===== src/hdl/jsd_pkg.sv =====
// Package with shared types, constants and a helper function for the distance unit.
`default_nettype none

package jsd_pkg;

    localparam int          MAX_LENGTH_DEFAULT  = 64;
    localparam logic [6:0]  VECTOR_LENGTH_RESET = 7'd64;
    localparam int          LOG_FRAC_BITS       = 26;
    localparam logic [27:0] LN2_Q28             = 28'd186065279;
    localparam logic [47:0] S32_LIMIT           = 48'h4_0000_0000;
    localparam logic [15:0] DIST_SAT            = 16'hFFFF;

    typedef enum logic [1:0] {
        STATUS_OK   = 2'd0,
        STATUS_NEG  = 2'd1,
        STATUS_ZERO = 2'd2
    } status_t;

    typedef enum logic [3:0] {
        S_IDLE,
        S_READ,
        S_WAIT,
        S_DIVP,
        S_DIVQ,
        S_TERM,
        S_LOG,
        S_MUL,
        S_ACC,
        S_FIN,
        S_ROOTI,
        S_ROOT
    } back_state_t;

    function automatic logic [4:0] msb_index(input logic [31:0] x);
        logic [4:0] e;
        e = 5'd0;
        for (int i = 0; i < 32; i++)
        begin
            if (x[i])
            begin
                e = 5'(i);
            end
        end
        return e;
    endfunction

endpackage

`default_nettype wire


===== src/hdl/jsd_fifo.sv =====
// Two-entry job queue between the intake stage and the compute engine.
`default_nettype none

module jsd_fifo
    import jsd_pkg::*;
#(
    parameter int DATA_W = 8
)
(
    input  wire logic              clk,
    input  wire logic              rst_n,
    input  wire logic              push,
    input  wire logic [DATA_W-1:0] push_data,
    output logic                   full,
    input  wire logic              pop,
    output logic                   not_empty,
    output logic [DATA_W-1:0]      pop_data
);

    logic [DATA_W-1:0] entry_reg [2];
    logic              wr_ptr_reg;
    logic              rd_ptr_reg;
    logic [1:0]        count_reg;

    assign full      = (count_reg == 2'd2);
    assign not_empty = (count_reg != 2'd0);
    assign pop_data  = entry_reg[rd_ptr_reg];

    always_ff @(posedge clk or negedge rst_n)
    begin
        if (!rst_n)
        begin
            wr_ptr_reg <= 1'b0;
            rd_ptr_reg <= 1'b0;
            count_reg  <= 2'd0;
        end
        else
        begin
            if (push)
            begin
                wr_ptr_reg <= ~wr_ptr_reg;
            end
            if (pop)
            begin
                rd_ptr_reg <= ~rd_ptr_reg;
            end
            if (push && !pop)
            begin
                count_reg <= count_reg + 2'd1;
            end
            else if (pop && !push)
            begin
                count_reg <= count_reg - 2'd1;
            end
        end
    end

    always_ff @(posedge clk)
    begin
        if (push)
        begin
            entry_reg[wr_ptr_reg] <= push_data;
        end
    end

endmodule

`default_nettype wire


===== config.mk =====
export PLATFORM = sky130hd
export DESIGN_NAME = jsd_fifo
export DESIGN_NICKNAME = d
export VERILOG_FILES = /design/src/hdl/jsd_pkg.sv /design/src/hdl/jsd_fifo.sv
export SDC_FILE = /design/constraint.sdc
export NUM_CORES = 1
export LEC_CHECK = 0
export ABC_AREA = 1
export ABC_CLOCK_PERIOD_IN_PS = 1150
export BUFFER_PORTS_ARGS = -buffer_cell sky130_fd_sc_hd__buf_2
export CAP_MARGIN = 5
export CORE_MARGIN = 5
export CORE_UTILIZATION = 44
export DETAILED_ROUTE_END_ITERATION = 10
export PLACE_DENSITY = 0.74
export SYNTH_ARGS = -nofsm -noshare
export SYNTH_HDL_FRONTEND = slang
export SYNTH_SLANG_ARGS = --single-unit

===== constraint.sdc =====
create_clock -name clk -period 1.15 [get_ports clk]
set_input_delay 0.23 -clock clk [delete_from_list [all_inputs] [get_ports clk]]
set_output_delay 0.23 -clock clk [all_outputs]
set_load 0.05 [all_outputs]

== Yosys cells after proc, flatten, opt, wreduce, memory -nomap -nowiden ==
Memory sizes are Yosys's and may differ from the RTL's.
Index checks and enable logic that the tools add are counted.
Storage, ports and cells
  RAM bits: 16
  bits in registers: 4
  memories: 1
  logic and storage cells: 19
Memories
  entry_reg: depth 2, bits a word 8, rd ports 1, clocked after Yosys merged registers in 0, wr ports 1, line jsd_fifo.sv:20  | logic [DATA_W-1:0] entry_reg [2];
Cells by class
  equal/unequal tests: 1
  bitwise operators: 2
  mux-type cells: 4
  add/subtract/negate cells: 2
  reduce and logical (&&, ||, !) cells: 6
Operators with widths (count)
  $mux 2: 2
  $reduce_bool 2->1: 2
  $add 2x1->2 const B: 1
  $eq 2x2->1 const B: 1
  $logic_and 1x1->1: 2
  $logic_not 1->1: 2
  $mux 1: 2
  $not 1->1: 2
  $sub 2x1->2 const B: 1

== Longest topological paths before layout ==
  word-level depth: 4
  gate-level depth with buffers: 7

== Least setup slack after synthesis ==
Ideal clock, no wire load.
  path type: reg2out
  from: register count_reg[0]
  to: output full
  stages on the path, launching flop included: 2
  data arrival time: 1063 ps
  required time: 920 ps
  slack: -143 ps
  path buffers: 0
  cell sequence: dfrtp_1 > nor2_1
On the way
  word-level cells in the longest chain between the ends: 1
Ends and longest elaborated chain
  start: declaration: line jsd_fifo.sv:23  | logic [1:0] count_reg;
  start signal: assignment: line jsd_fifo.sv:49  | count_reg <= count_reg + 2'd1;
  start signal: assignment: line jsd_fifo.sv:53  | count_reg <= count_reg - 2'd1;
  $eq 2x2->1: line jsd_fifo.sv:25  | assign full = (count_reg == 2'd2);
  end: declaration: line jsd_fifo.sv:14  | output logic full,
Every way passes these cells.

== Worst setup path after layout ==
  from: register rd_ptr_reg
  to: output pop_data[1]
On the way
  word-level cells in the longest chain between the ends: 1
Ends and longest elaborated chain
  start: declaration: line jsd_fifo.sv:22  | logic rd_ptr_reg;
  start signal: assignment: line jsd_fifo.sv:45  | rd_ptr_reg <= ~rd_ptr_reg;
  $mem_v2 2x8
  end: declaration: line jsd_fifo.sv:17  | output logic [DATA_W-1:0] pop_data
Every way passes these cells.

==> impl_metrics.toml <==
[yosys]
synthFlopType = "edfxtp_1"
netlist_area_sq_um = 818
syn_inst = 50
synth_edf_count = 16
syn-mean-instance-area_sq_um = 16.4
synthArstFlopShare_pct = 20.0
ys_seq_elements = 20
netlist.area_leader.share_pct = 58.7
synth-seq-area-share_pct = 70.9
yosys-top-cells-area = "edfxtp_1, mux2_4, dfrtp_1"
synth_commonest_cells = "edfxtp_1, mux2_4, inv_1"
synth_fp_nets = 63
ys_warn_count = 0
ys_types = 12
synth.most_common_cell = "edfxtp_1"
yosysTopAreaCell = "edfxtp_1"

[final_layout]
drive_above_1_share_pct = 53.8
fin_cells = 105
nets = 94
area_growth_pct = 37.5
largest_reg_flops = 16
antenna_cells = 0
stdcell_area_sq_um = 1120
final_core_utilization_pct = 64.4

[route]
wl_per_cell_um = 12.8
wl_um = 1340
first_pass_iters = 1
avgViaCountPerCell = 4.51
drc = 0
route.antenna.remaining_nets = 0
initialDrtViolationCount = 0
routed-via-count = 474

[pwr]
switching_share_pct = 37.6
irDropWorstVdd_uv = 1880
p_int_mw = 2.06
p_switching_mw = 1.24
p_clk_share_pct = 17.1
pwr-share-seq_pct = 32.7
total_power_mw = 3.30
power_frac_comb_pct = 50.2
powerDensity_nw_per_um2 = 2940
p_leak_nw = 0.503

[worst_setup_path]
cp-start-kind = "flop"
endpoint = "pop_data[1]"
reg2reg_setup_slack_ns = 0.11
worstPathMaxFanout = 9
crit_arrival_ns = 1.33
r2r-end = "entry_reg[1][1]$_DFFE_PP_"
crit_start = "rd_ptr_reg$_DFFE_PN0P_"
critical_path_class = "reg2out"
worstRegToRegCells = 2
r2r_start = "wr_ptr_reg$_DFFE_PN0P_"
cp.required_ns = 0.92
end_kind = "primary output"

[cts]
cts.clk_slew.worst_paths_ns = 0.11
cts_tree = "built"
ctsRootBufferMaster = "clkbuf_4"
clockBufferDepth = 2
insertion_delay_ns = 0.30
htreeDepth = 1
clock_sinks = 20
numCtsBuffers = 3

[min_path]
hp-class = "in2reg"

[placement]
dp_slack_ns = -0.285
hpwl_um = 947
gp_congestion = 0.623
postPlaceCellArea_sq_um = 961
dp.cells = 97
portBuffers = 21

[floorplan]
die_x_um = 53.1
dieArea_sq_um = 2820
io-pin-count = 22
core-area_sq_um = 1750
start_util_pct = 46.9
die_h_um = 53.1
rows = 15

[sta]
setup-violations-final = 10
finalWorstSetupSlack_ns = -0.411
hold_viol = 0
finalCritPeriodShare_pct = 136
rsz0062_at_grt = "true"
tightest_slew_ns = 0.343
timing.hold.ws_ns = 0.111
max_freq_mhz = 641
final_max_slew_viol_count = 0
tns_ns = -3.46
relSlewSlack_pct = 77.1
finClkSkew_ns = 0.00482
fin_crit_ns = 1.56

[grt]
grt_max_degree = 13
grt_util_all_layers_pct = 11.3
grt_overflow_total = 0
grt_pass1_wl_um = 2170
grt_pass1_vias = 520
antenna_found_initial = 0

[run_status]
violations = "negative setup slack"
status = "finished, violations left"

[run]
drv_cap = 0
[kinds of logic (layout without fill, tap and decap cells)]
family	Yosys count	after routing	synth area share, %
buffers and inverters	8	38	4.59
multiplexers	8	8	14.7
adder cells (fa/ha/maj)	1	1	1.53
AND/OR/NAND/NOR	10	10	5.05
flip-flops	20	20	70.9
XOR/XNOR	3	3	3.21
[area by class of cell]
cell class / count / area [sq um]
Inverter: 7 / 26.3
Fill cell: 143 / 621
Tap cell: 25 / 31.3
Sequential cell: 20 / 582
Multi-Input combinational cell: 22 / 205
Timing Repair Buffer: 27 / 228
Clock buffer: 3 / 22.5
Clock inverter: 1 / 30.0
[worst max-delay path, stage by stage (launching register included)]
cell and delay (ns):
dfrtp_2 0.43, buf_12 0.15, mux2_4 0.30, buf_6 0.15
[how the worst min path moves through the flow]
stage | startpoint | end | slack [ns] | cells after the start
after detailed placement | rst_n | wr_ptr_reg$_DFFE_PN0P_ | 0.04 | 1
after CTS | push_data[4] | entry_reg[1][4]$_DFFE_PP_ | 0.10 | 1
final | push_data[4] | entry_reg[1][4]$_DFFE_PP_ | 0.11 | 1
after global routing | push_data[4] | entry_reg[0][4]$_DFFE_PP_ | 0.09 | 1
after global placement | rst_n | wr_ptr_reg$_DFFE_PN0P_ | 0.04 | 1
after floorplan | rst_n | count_reg[0]$_DFFE_PN0P_ | -0.07 | 0
[power by group through the flow]
stage,combinational [mW],clock (mW),sequential (mW)
after global routing,1.75,0.607,1.10
after CTS,1.64,0.576,1.08
after floorplan,1.08,0,1.06
after global placement,1.20,0,1.14
after detailed placement,1.22,0,1.16
final,1.66,0.566,1.08
[placed cells by master (no fill, tap or decap)]
cell type       n
ha_1            1
nand4_1         1
buf_12          1
inv_2           2
dfrtp_1         3
nand2_1         5
buf_2          11
buf_4           4
nor2_2          1
mux2_4          8
dlygate4sd3_1   1
nor2_1          1
clkbuf_4        3
edfxtp_1       16
xor2_1          2
bufinv_16       1
dfrtp_2         1
nand2_2         1
xnor2_1         1
buf_6          10
nand3_1         1
inv_1           5
[layer usage]
layer / vias to the layer above / part of all wire [%] / track usage, %
li1: 232 / - / -
met1: 225 / 39 / 13.2
met2: 15 / 55 / 18.8
met3: 2 / 5.1 / 2.54
met4: 0 / 0.74 / 6.38
met5: - / 0 / 0
[what timing repair did]
| action | 4_1_cts | 5_1_grt |
|---|---|---|
| buffers inserted | 2 | 1 |
| hold endpoints to repair | 4 | 0 |
| hold buffers | 1 | 0 |
| endpoints found under the setup margin | 10 | 10 |
| gates resized for setup | 24 | 0 |
No activity file was read; power rests on OpenSTA's default activity.
