### config.mk
export PLATFORM = sky130hd
export DESIGN_NAME = jsd_front
export DESIGN_NICKNAME = d
export VERILOG_FILES = /design/src/hdl/jsd_pkg.sv /design/src/hdl/jsd_front.sv
export SDC_FILE = /design/constraint.sdc
export NUM_CORES = 2
export LEC_CHECK = 0
export ABC_AREA = 0
export BUFFER_PORTS_ARGS = -buffer_cell sky130_fd_sc_hd__clkbuf_2
export CAP_MARGIN = 15
export CORE_MARGIN = 8
export CORE_UTILIZATION = 56
export CTS_CLUSTER_SIZE = 40
export DETAILED_ROUTE_END_ITERATION = 8
export PLACE_DENSITY = 0.77
export SYNTH_ARGS = -nofsm -noshare
export SYNTH_HDL_FRONTEND = slang
export SYNTH_SLANG_ARGS = --single-unit
### constraint.sdc
create_clock -name clk -period 4.1 [get_ports clk]
set_input_delay 0.41 -clock clk [delete_from_list [all_inputs] [get_ports clk]]
set_output_delay 0.41 -clock clk [all_outputs]
set_load 0.05 [all_outputs]
### src/hdl/jsd_pkg.sv
// Package with shared types, constants and a helper function for the distance unit.
`default_nettype none

package jsd_pkg;

    localparam int          MAX_LENGTH_DEFAULT  = 64;
    localparam logic [6:0]  VECTOR_LENGTH_RESET = 7'd64;
    localparam int          LOG_FRAC_BITS       = 26;
    localparam logic [27:0] LN2_Q28             = 28'd186065279;
    localparam logic [47:0] S32_LIMIT           = 48'h4_0000_0000;
    localparam logic [15:0] DIST_SAT            = 16'hFFFF;

    typedef enum logic [1:0] {
        STATUS_OK   = 2'd0,
        STATUS_NEG  = 2'd1,
        STATUS_ZERO = 2'd2
    } status_t;

    typedef enum logic [3:0] {
        S_IDLE,
        S_READ,
        S_WAIT,
        S_DIVP,
        S_DIVQ,
        S_TERM,
        S_LOG,
        S_MUL,
        S_ACC,
        S_FIN,
        S_ROOTI,
        S_ROOT
    } back_state_t;

    function automatic logic [4:0] msb_index(input logic [31:0] x);
        logic [4:0] e;
        e = 5'd0;
        for (int i = 0; i < 32; i++)
        begin
            if (x[i])
            begin
                e = 5'(i);
            end
        end
        return e;
    endfunction

endpackage

`default_nettype wire

### src/hdl/jsd_front.sv
// Intake stage: stores element pairs, keeps the sums and queues one job per vector.
`default_nettype none

module jsd_front
    import jsd_pkg::*;
#(
    parameter int MAX_LENGTH = MAX_LENGTH_DEFAULT,
    parameter int IDX_W      = (MAX_LENGTH > 1) ? $clog2(MAX_LENGTH) : 1,
    parameter int CNT_W      = $clog2(MAX_LENGTH + 1),
    parameter int TOTAL_W    = 33 + $clog2(MAX_LENGTH + 1),
    parameter int JOB_W      = CNT_W + 2 * TOTAL_W + 2
)
(
    input  wire logic               clk,
    input  wire logic               rst_n,
    input  wire logic               cfg_write_en,
    input  wire logic [6:0]         cfg_write_data,
    input  wire logic               in_valid,
    output logic                    in_ready,
    input  wire logic signed [31:0] p_value,
    input  wire logic signed [31:0] q_value,
    output logic                    job_push,
    output logic [JOB_W-1:0]        job_data,
    input  wire logic               job_full,
    input  wire logic               job_done,
    input  wire logic               rd_en,
    input  wire logic [IDX_W-1:0]   rd_addr,
    output logic [63:0]             rd_data
);

    localparam int CMP_W = (CNT_W > 7) ? CNT_W : 7;

    logic [6:0]                vector_length_reg;
    logic [IDX_W-1:0]          count_reg;
    logic signed [TOTAL_W-1:0] p_total_reg;
    logic signed [TOTAL_W-1:0] q_total_reg;
    logic                      negative_reg;
    logic                      busy_reg;

    logic [31:0] p_mem [MAX_LENGTH];
    logic [31:0] q_mem [MAX_LENGTH];
    logic [63:0] rd_data_reg;

    logic                      accept;
    logic [CNT_W-1:0]          stored;
    logic [CMP_W-1:0]          len_eff;
    logic                      vector_end;
    logic signed [TOTAL_W-1:0] p_total_next;
    logic signed [TOTAL_W-1:0] q_total_next;
    logic                      negative_next;
    status_t                   job_status;

    assign in_ready = !busy_reg && !job_full;
    assign accept   = in_valid && in_ready;
    assign rd_data  = rd_data_reg;

    always_comb
    begin
        stored        = CNT_W'(count_reg) + CNT_W'(1);
        p_total_next  = p_total_reg + TOTAL_W'(p_value);
        q_total_next  = q_total_reg + TOTAL_W'(q_value);
        negative_next = negative_reg || p_value[31] || q_value[31];
        if (vector_length_reg == 7'd0)
        begin
            len_eff = CMP_W'(1);
        end
        else if (CMP_W'(vector_length_reg) > CMP_W'(MAX_LENGTH))
        begin
            len_eff = CMP_W'(MAX_LENGTH);
        end
        else
        begin
            len_eff = CMP_W'(vector_length_reg);
        end
        vector_end = (CMP_W'(stored) >= len_eff);
        if (negative_next)
        begin
            job_status = STATUS_NEG;
        end
        else if ((p_total_next == '0) || (q_total_next == '0))
        begin
            job_status = STATUS_ZERO;
        end
        else
        begin
            job_status = STATUS_OK;
        end
        job_push = accept && vector_end;
        job_data = {stored, p_total_next, q_total_next, job_status};
    end

    always_ff @(posedge clk or negedge rst_n)
    begin
        if (!rst_n)
        begin
            vector_length_reg <= VECTOR_LENGTH_RESET;
            count_reg         <= '0;
            p_total_reg       <= '0;
            q_total_reg       <= '0;
            negative_reg      <= 1'b0;
            busy_reg          <= 1'b0;
        end
        else
        begin
            if (cfg_write_en)
            begin
                vector_length_reg <= cfg_write_data;
            end
            if (job_done)
            begin
                busy_reg <= 1'b0;
            end
            if (accept)
            begin
                if (vector_end)
                begin
                    count_reg    <= '0;
                    p_total_reg  <= '0;
                    q_total_reg  <= '0;
                    negative_reg <= 1'b0;
                    busy_reg     <= (job_status == STATUS_OK);
                end
                else
                begin
                    count_reg    <= IDX_W'(stored);
                    p_total_reg  <= p_total_next;
                    q_total_reg  <= q_total_next;
                    negative_reg <= negative_next;
                end
            end
        end
    end

    always_ff @(posedge clk)
    begin
        if (accept)
        begin
            p_mem[count_reg] <= p_value;
            q_mem[count_reg] <= q_value;
        end
        if (rd_en)
        begin
            rd_data_reg <= {p_mem[rd_addr], q_mem[rd_addr]};
        end
    end

endmodule

`default_nettype wire

Yosys cells after proc, flatten, opt, wreduce, memory -nomap -nowiden --
Memories as Yosys holds them, arrays and structs flattened. A register that Yosys moved wholly into a read port is not among the register bits. Index checks and enable logic that the tools add are counted.
Operators by class: $add $sub $neg 3, magnitude comparators 2, mux-type cells 13, reductions and logical operators 12
Operators by type and width (number):
- adder 40 x 32 -> 40 bit | 2
- logical NOT 40 bit | 2
- 2-to-1 mux 40 bit | 2
- 2-to-1 mux 7 bit | 2
- adder 6 x 1 -> 7 bit, second input constant | 1
- >= comparator 7 bit | 1
- > comparator 7 bit, second input constant | 1
- logical NOT 7 bit | 1
- 2-to-1 mux 1 bit | 6
- 2-to-1 mux 6 bit | 1
- 2-to-1 mux 2 bit | 2
- logical AND 1 bit | 3
- logical OR 1 bit | 3
- logical NOT 1 bit | 2
- logical NOT 2 bit | 1
Word-level totals: register bits after elaboration 95, memory bits (writable) 4096, output and inout bits 155, logic and storage cells 38, memories 2
Memories:
- p_mem | depth 64, bits a word 32, read ports 1, clocked after Yosys merged registers in 1, wr ports 1, RTL line jsd_front.sv:40 | logic [31:0] p_mem [MAX_LENGTH];
- q_mem | depth 64, bits a word 32, read ports 1, clocked after Yosys merged registers in 1, wr ports 1, RTL line jsd_front.sv:41 | logic [31:0] q_mem [MAX_LENGTH];

Longest topological paths before layout --
word-level depth 8, depth in mapped cells 17

Least setup slack after synthesis --
No wires, ideal clock.
path type in2reg, start input job_full, end memory p_mem[51][0], enable pin, data arrival time 4.673 ns, data required time 3.613 ns, setup slack -1.060 ns, stages on the path 5, cells stage by stage nor2_1 -> and2_0 -> clkbuf_1 -> nand3_1 -> nor2_1
On the way: cells in the longest elaborated chain, start to end 5
Ends and longest elaborated chain:
- start, declared | RTL line jsd_front.sv:24 | input wire logic job_full,
- logical NOT 1 bit | RTL line jsd_front.sv:53 | assign in_ready = !busy_reg && !job_full;
- logical AND 1 bit | RTL line jsd_front.sv:53
- logical AND 1 bit | RTL line jsd_front.sv:54 | assign accept = in_valid && in_ready;
- 2-to-1 mux 1 bit | RTL line jsd_front.sv:136 | if (accept)
- 2-to-1 mux 1 bit (not written as such) | RTL line jsd_front.sv:138 | p_mem[count_reg] <= p_value;
- end, declared | RTL line jsd_front.sv:40
Every way passes these cells.

Worst setup path after layout --
start register p_total_reg[0], end output job_data[1]
On the way: cells in the longest elaborated chain, start to end 5
Ends and longest elaborated chain:
- start, declared | RTL line jsd_front.sv:35 | logic signed [TOTAL_W-1:0] p_total_reg;
- start signal, assigned | RTL line jsd_front.sv:126 | p_total_reg <= p_total_next;
- adder 40 x 32 -> 40 bit | RTL line jsd_front.sv:60 | p_total_next = p_total_reg + TOTAL_W'(p_value);
- logical NOT 40 bit | RTL line jsd_front.sv:80 | else if ((p_total_next == '0) || (q_total_next == '0))
- logical OR 1 bit | RTL line jsd_front.sv:80
- 2-to-1 mux 2 bit | RTL line jsd_front.sv:80
- 2-to-1 mux 2 bit | RTL line jsd_front.sv:76 | if (negative_next)
- end, declared | RTL line jsd_front.sv:23 | output logic [JOB_W-1:0] job_data,
Every way passes these cells.

==> results.json <==
{
  "fin_worst_skew_ns": 0.06907,
  "cts_tree": "yes",
  "setup_viol": 46,
  "io_pins": 239,
  "syn_area_sq_um": 165300,
  "grt_pass1_vias": 91240,
  "final.setup.worst_slack_ns": -1.372,
  "yosysWarnings": 0,
  "grtUsageTotal": 0.3331,
  "path_max_fanout": 2,
  "fin_crit_sh": 1.335,
  "endpoint_kind": "output port",
  "ys_seq_area_frac": 0.7700,
  "drt_pre_antenna_iters": 6,
  "cts_sinks": 4255,
  "p_leak_nw": 62.94,
  "ys_types": 71,
  "p_total_w": 0.1117,
  "synthXorXnorAreaFrac": 0.004238,
  "synth-compound-area-share": 0.01275,
  "synth.net_count": 7178,
  "root_buffer": "clkbuf_16",
  "synth_simple_gate_area_frac": 0.01294,
  "final_cell_mix": "edfxtp_1 (4,160), mux4_2 (1,344), buf_4 (569)",
  "drv_slew": 0,
  "critPathLaunchType": "flip-flop",
  "hp-class": "in -> reg",
  "cp_slowest_cell": "fa_2",
  "ys.flop_type": "edfxtp_1",
  "final_nets": 8287,
  "drive_gt1_frac": 0.3848,
  "max_freq_mhz": 182.7,
  "crit_top_cell": "or4_4",
  "netlist_instances": 7006,
  "synth_edf_count": 4160,
  "clk_latency_ns": 1.00,
  "dr_total_vias": 90620,
  "antenna_left": 0,
  "drc_errors": 0,
  "violations": "setup timing",
  "antenna_found_initial": 25,
  "worstPathRequired_ns": 3.69,
  "synth_top_family_by_area": "multiplexers",
  "start_util": 0.5627,
  "cp_data_arrival_time_ns": 5.06,
  "dieHeight_um": 559.3,
  "finalWorstPathRequiredPeriod_ns": 5.472,
  "clk_pin_slew_ns": 0.06,
  "cts_inserted_buffers": 415,
  "peakVddDrop_uv": 1347,
  "ys_seq_elements": 4255,
  "synth_fa_ha_area_frac": 0.006751,
  "worst_slew_margin_rel": 0.2797,
  "ys_async_sr_fraction": 0.02233,
  "gr-total-overflow": 0,
  "die_w_um": 559.3,
  "io_buffers": 238,
  "hold_violations": 0,
  "rsz0062_at_grt": "true",
  "core-area_sq_um": 293800,
  "grt_max_degree": 69,
  "clockBufferDepth": 4,
  "die_area_sq_um": 312900,
  "tightest_slew_ns": 1.080,
  "layout_commonest_cell": "edfxtp_1",
  "drv_cap": 0,
  "drt-vias-per-instance": 7.307,
  "slowest_delay_ns": 0.55,
  "dpl.hpwl_um": 261400,
  "path_class": "reg -> out",
  "crit_chain": "ha_2 -> inv_2 -> fa_2 -> inv_2 -> or3_4 -> or4_4 -> or4_4 -> or4_4 -> nor4_4 -> nand4_1 -> nor4_4 -> buf_12 -> o21a_4 -> buf_12",
  "status": "complete, but fails checks",
  "grt_pass1_wl_um": 724800,
  "wire_per_inst_um": 42.97,
  "muxShareOfSynthArea": 0.1836,
  "drt_iter0_markers": 16510,
  "num-fill-cells": 17160,
  "pwr_density_cell_nw_per_um2": 572.8,
  "fin_setup_tns_ns": -13.45,
  "avgSynthCellArea_sq_um": 23.60,
  "htree_levels": 5,
  "area_growth_pct": 17.94,
  "rows": 199,
  "drt-total-wl_um": 532900,
  "place_congestion": 0.9239
}
==> worst max-delay path, delay by kind of cell, from the launching register on <==
| kind | cells | cell delay, ns |
|---|---|---|
| DFF | 1 | 0.36 |
| adders and majority gates | 2 | 0.74 |
| AOI/OAI and AO/OA | 1 | 0.17 |
| buffers and inverters | 4 | 0.43 |
| and+or+nand+nor | 7 | 2.36 |
==> synthesized netlist by cell type (29+ instances only) <==
| master | count | area [sq um] |
|---|---|---|
| nor2_1 | 119 | 446.7 |
| a21oi_1 | 96 | 480.5 |
| nand4_1 | 29 | 181.4 |
| mux4_2 | 1344 | 30270 |
| inv_1 | 57 | 214.0 |
| xnor2_1 | 40 | 350.3 |
| xor2_1 | 40 | 350.3 |
| ha_1 | 86 | 1076 |
| o31ai_1 | 39 | 292.8 |
| nand3_1 | 29 | 145.1 |
| nand2_1 | 212 | 795.8 |
| clkbuf_1 | 294 | 1104 |
| buf_1 | 68 | 255.2 |
| dfrtp_1 | 94 | 2352 |
| edfxtp_1 | 4160 | 124900 |
| o21ai_0 | 99 | 495.5 |
==> cell families after synthesis <==
family,count (synthesis)
multiplexers,1351
flip-flops,4255
AO/OA/AOI/OAI,337
AND/OR/NAND/NOR,472
XOR/XNOR,80
adder cells (fa/ha/maj),88
buffers and inverters,423
==> final cells by class <==
type | instances | area [sq um] | share of cell area
Clock inverter | 279 | 2923 | 0.01499
Clock buffer | 488 | 10750 | 0.05515
Tap cell | 3919 | 4903 | 0.02515
Antenna cell | 17 | 42.54 | 0.0002182
Timing Repair Buffer | 1058 | 10620 | 0.05449
Multi-Input combinational cell | 2328 | 38200 | 0.1959
Inverter | 57 | 232.7 | 0.001194
Sequential cell | 4255 | 127300 | 0.6529
==> stage by stage <==
stage / cells / cell area, sq um / hold WS, ns / utilization / setup slack, ns
after detailed placement: 11510 / 178500 / 0.4684 / 0.6075 / -1.272
after floorplan: 7006 / 165300 / 0.1144 / - / -1.060
final: 12400 / 195000 / 0.06801 / 0.6636 / -1.372
after CTS: 12360 / 194200 / 0.003589 / 0.6609 / -1.419
after global placement: 11510 / 178500 / 0.4643 / 0.6075 / -1.331
after global routing: 12390 / 195000 / 0.04732 / 0.6635 / -1.481
==> per-layer routing <==
layer	wire length (um)	global-route usage
met1	164800	0.4096
met2	251400	0.5319
met3	73440	0.08592
met4	43150	0.2128
met5	77	0
==> repair_timing <==
| action | CTS | global route |
|---|---|---|
| resized for setup | 278 | 124 |
| endpoints found under the setup margin | 55 | 58 |
| setup buffers | 64 | 42 |
| pin swaps | 104 | 87 |
| endpoints found under the hold margin | 127 | 0 |
| hold buffers | 34 | 0 |
==> worst paths after layout <==
check	from	to	slack (ns)	cells past startpoint
max in group asynchronous	rst_n	q_total_reg[38]	3.04	3
worst max register to register	p_total_reg[0]	busy_reg	0.02	14
worst min-delay path	q_value[28]	q_mem[49][28]	0.07	2
min in group asynchronous	rst_n	p_total_reg[9]	0.10	2
worst min register to register	p_total_reg[25]	p_total_reg[25]	0.49	2
worst max-delay path	p_total_reg[0]	job_data[1]	-1.37	14
==> report_power, final <==
group / internal, W / switching [W]
combinational: 0.00963 / 0.0136
clock: 0.0221 / 0.0172
sequential: 0.0487 / 0.000528
total: 0.0804 / 0.0313
(Power assumes the default switching activity.)
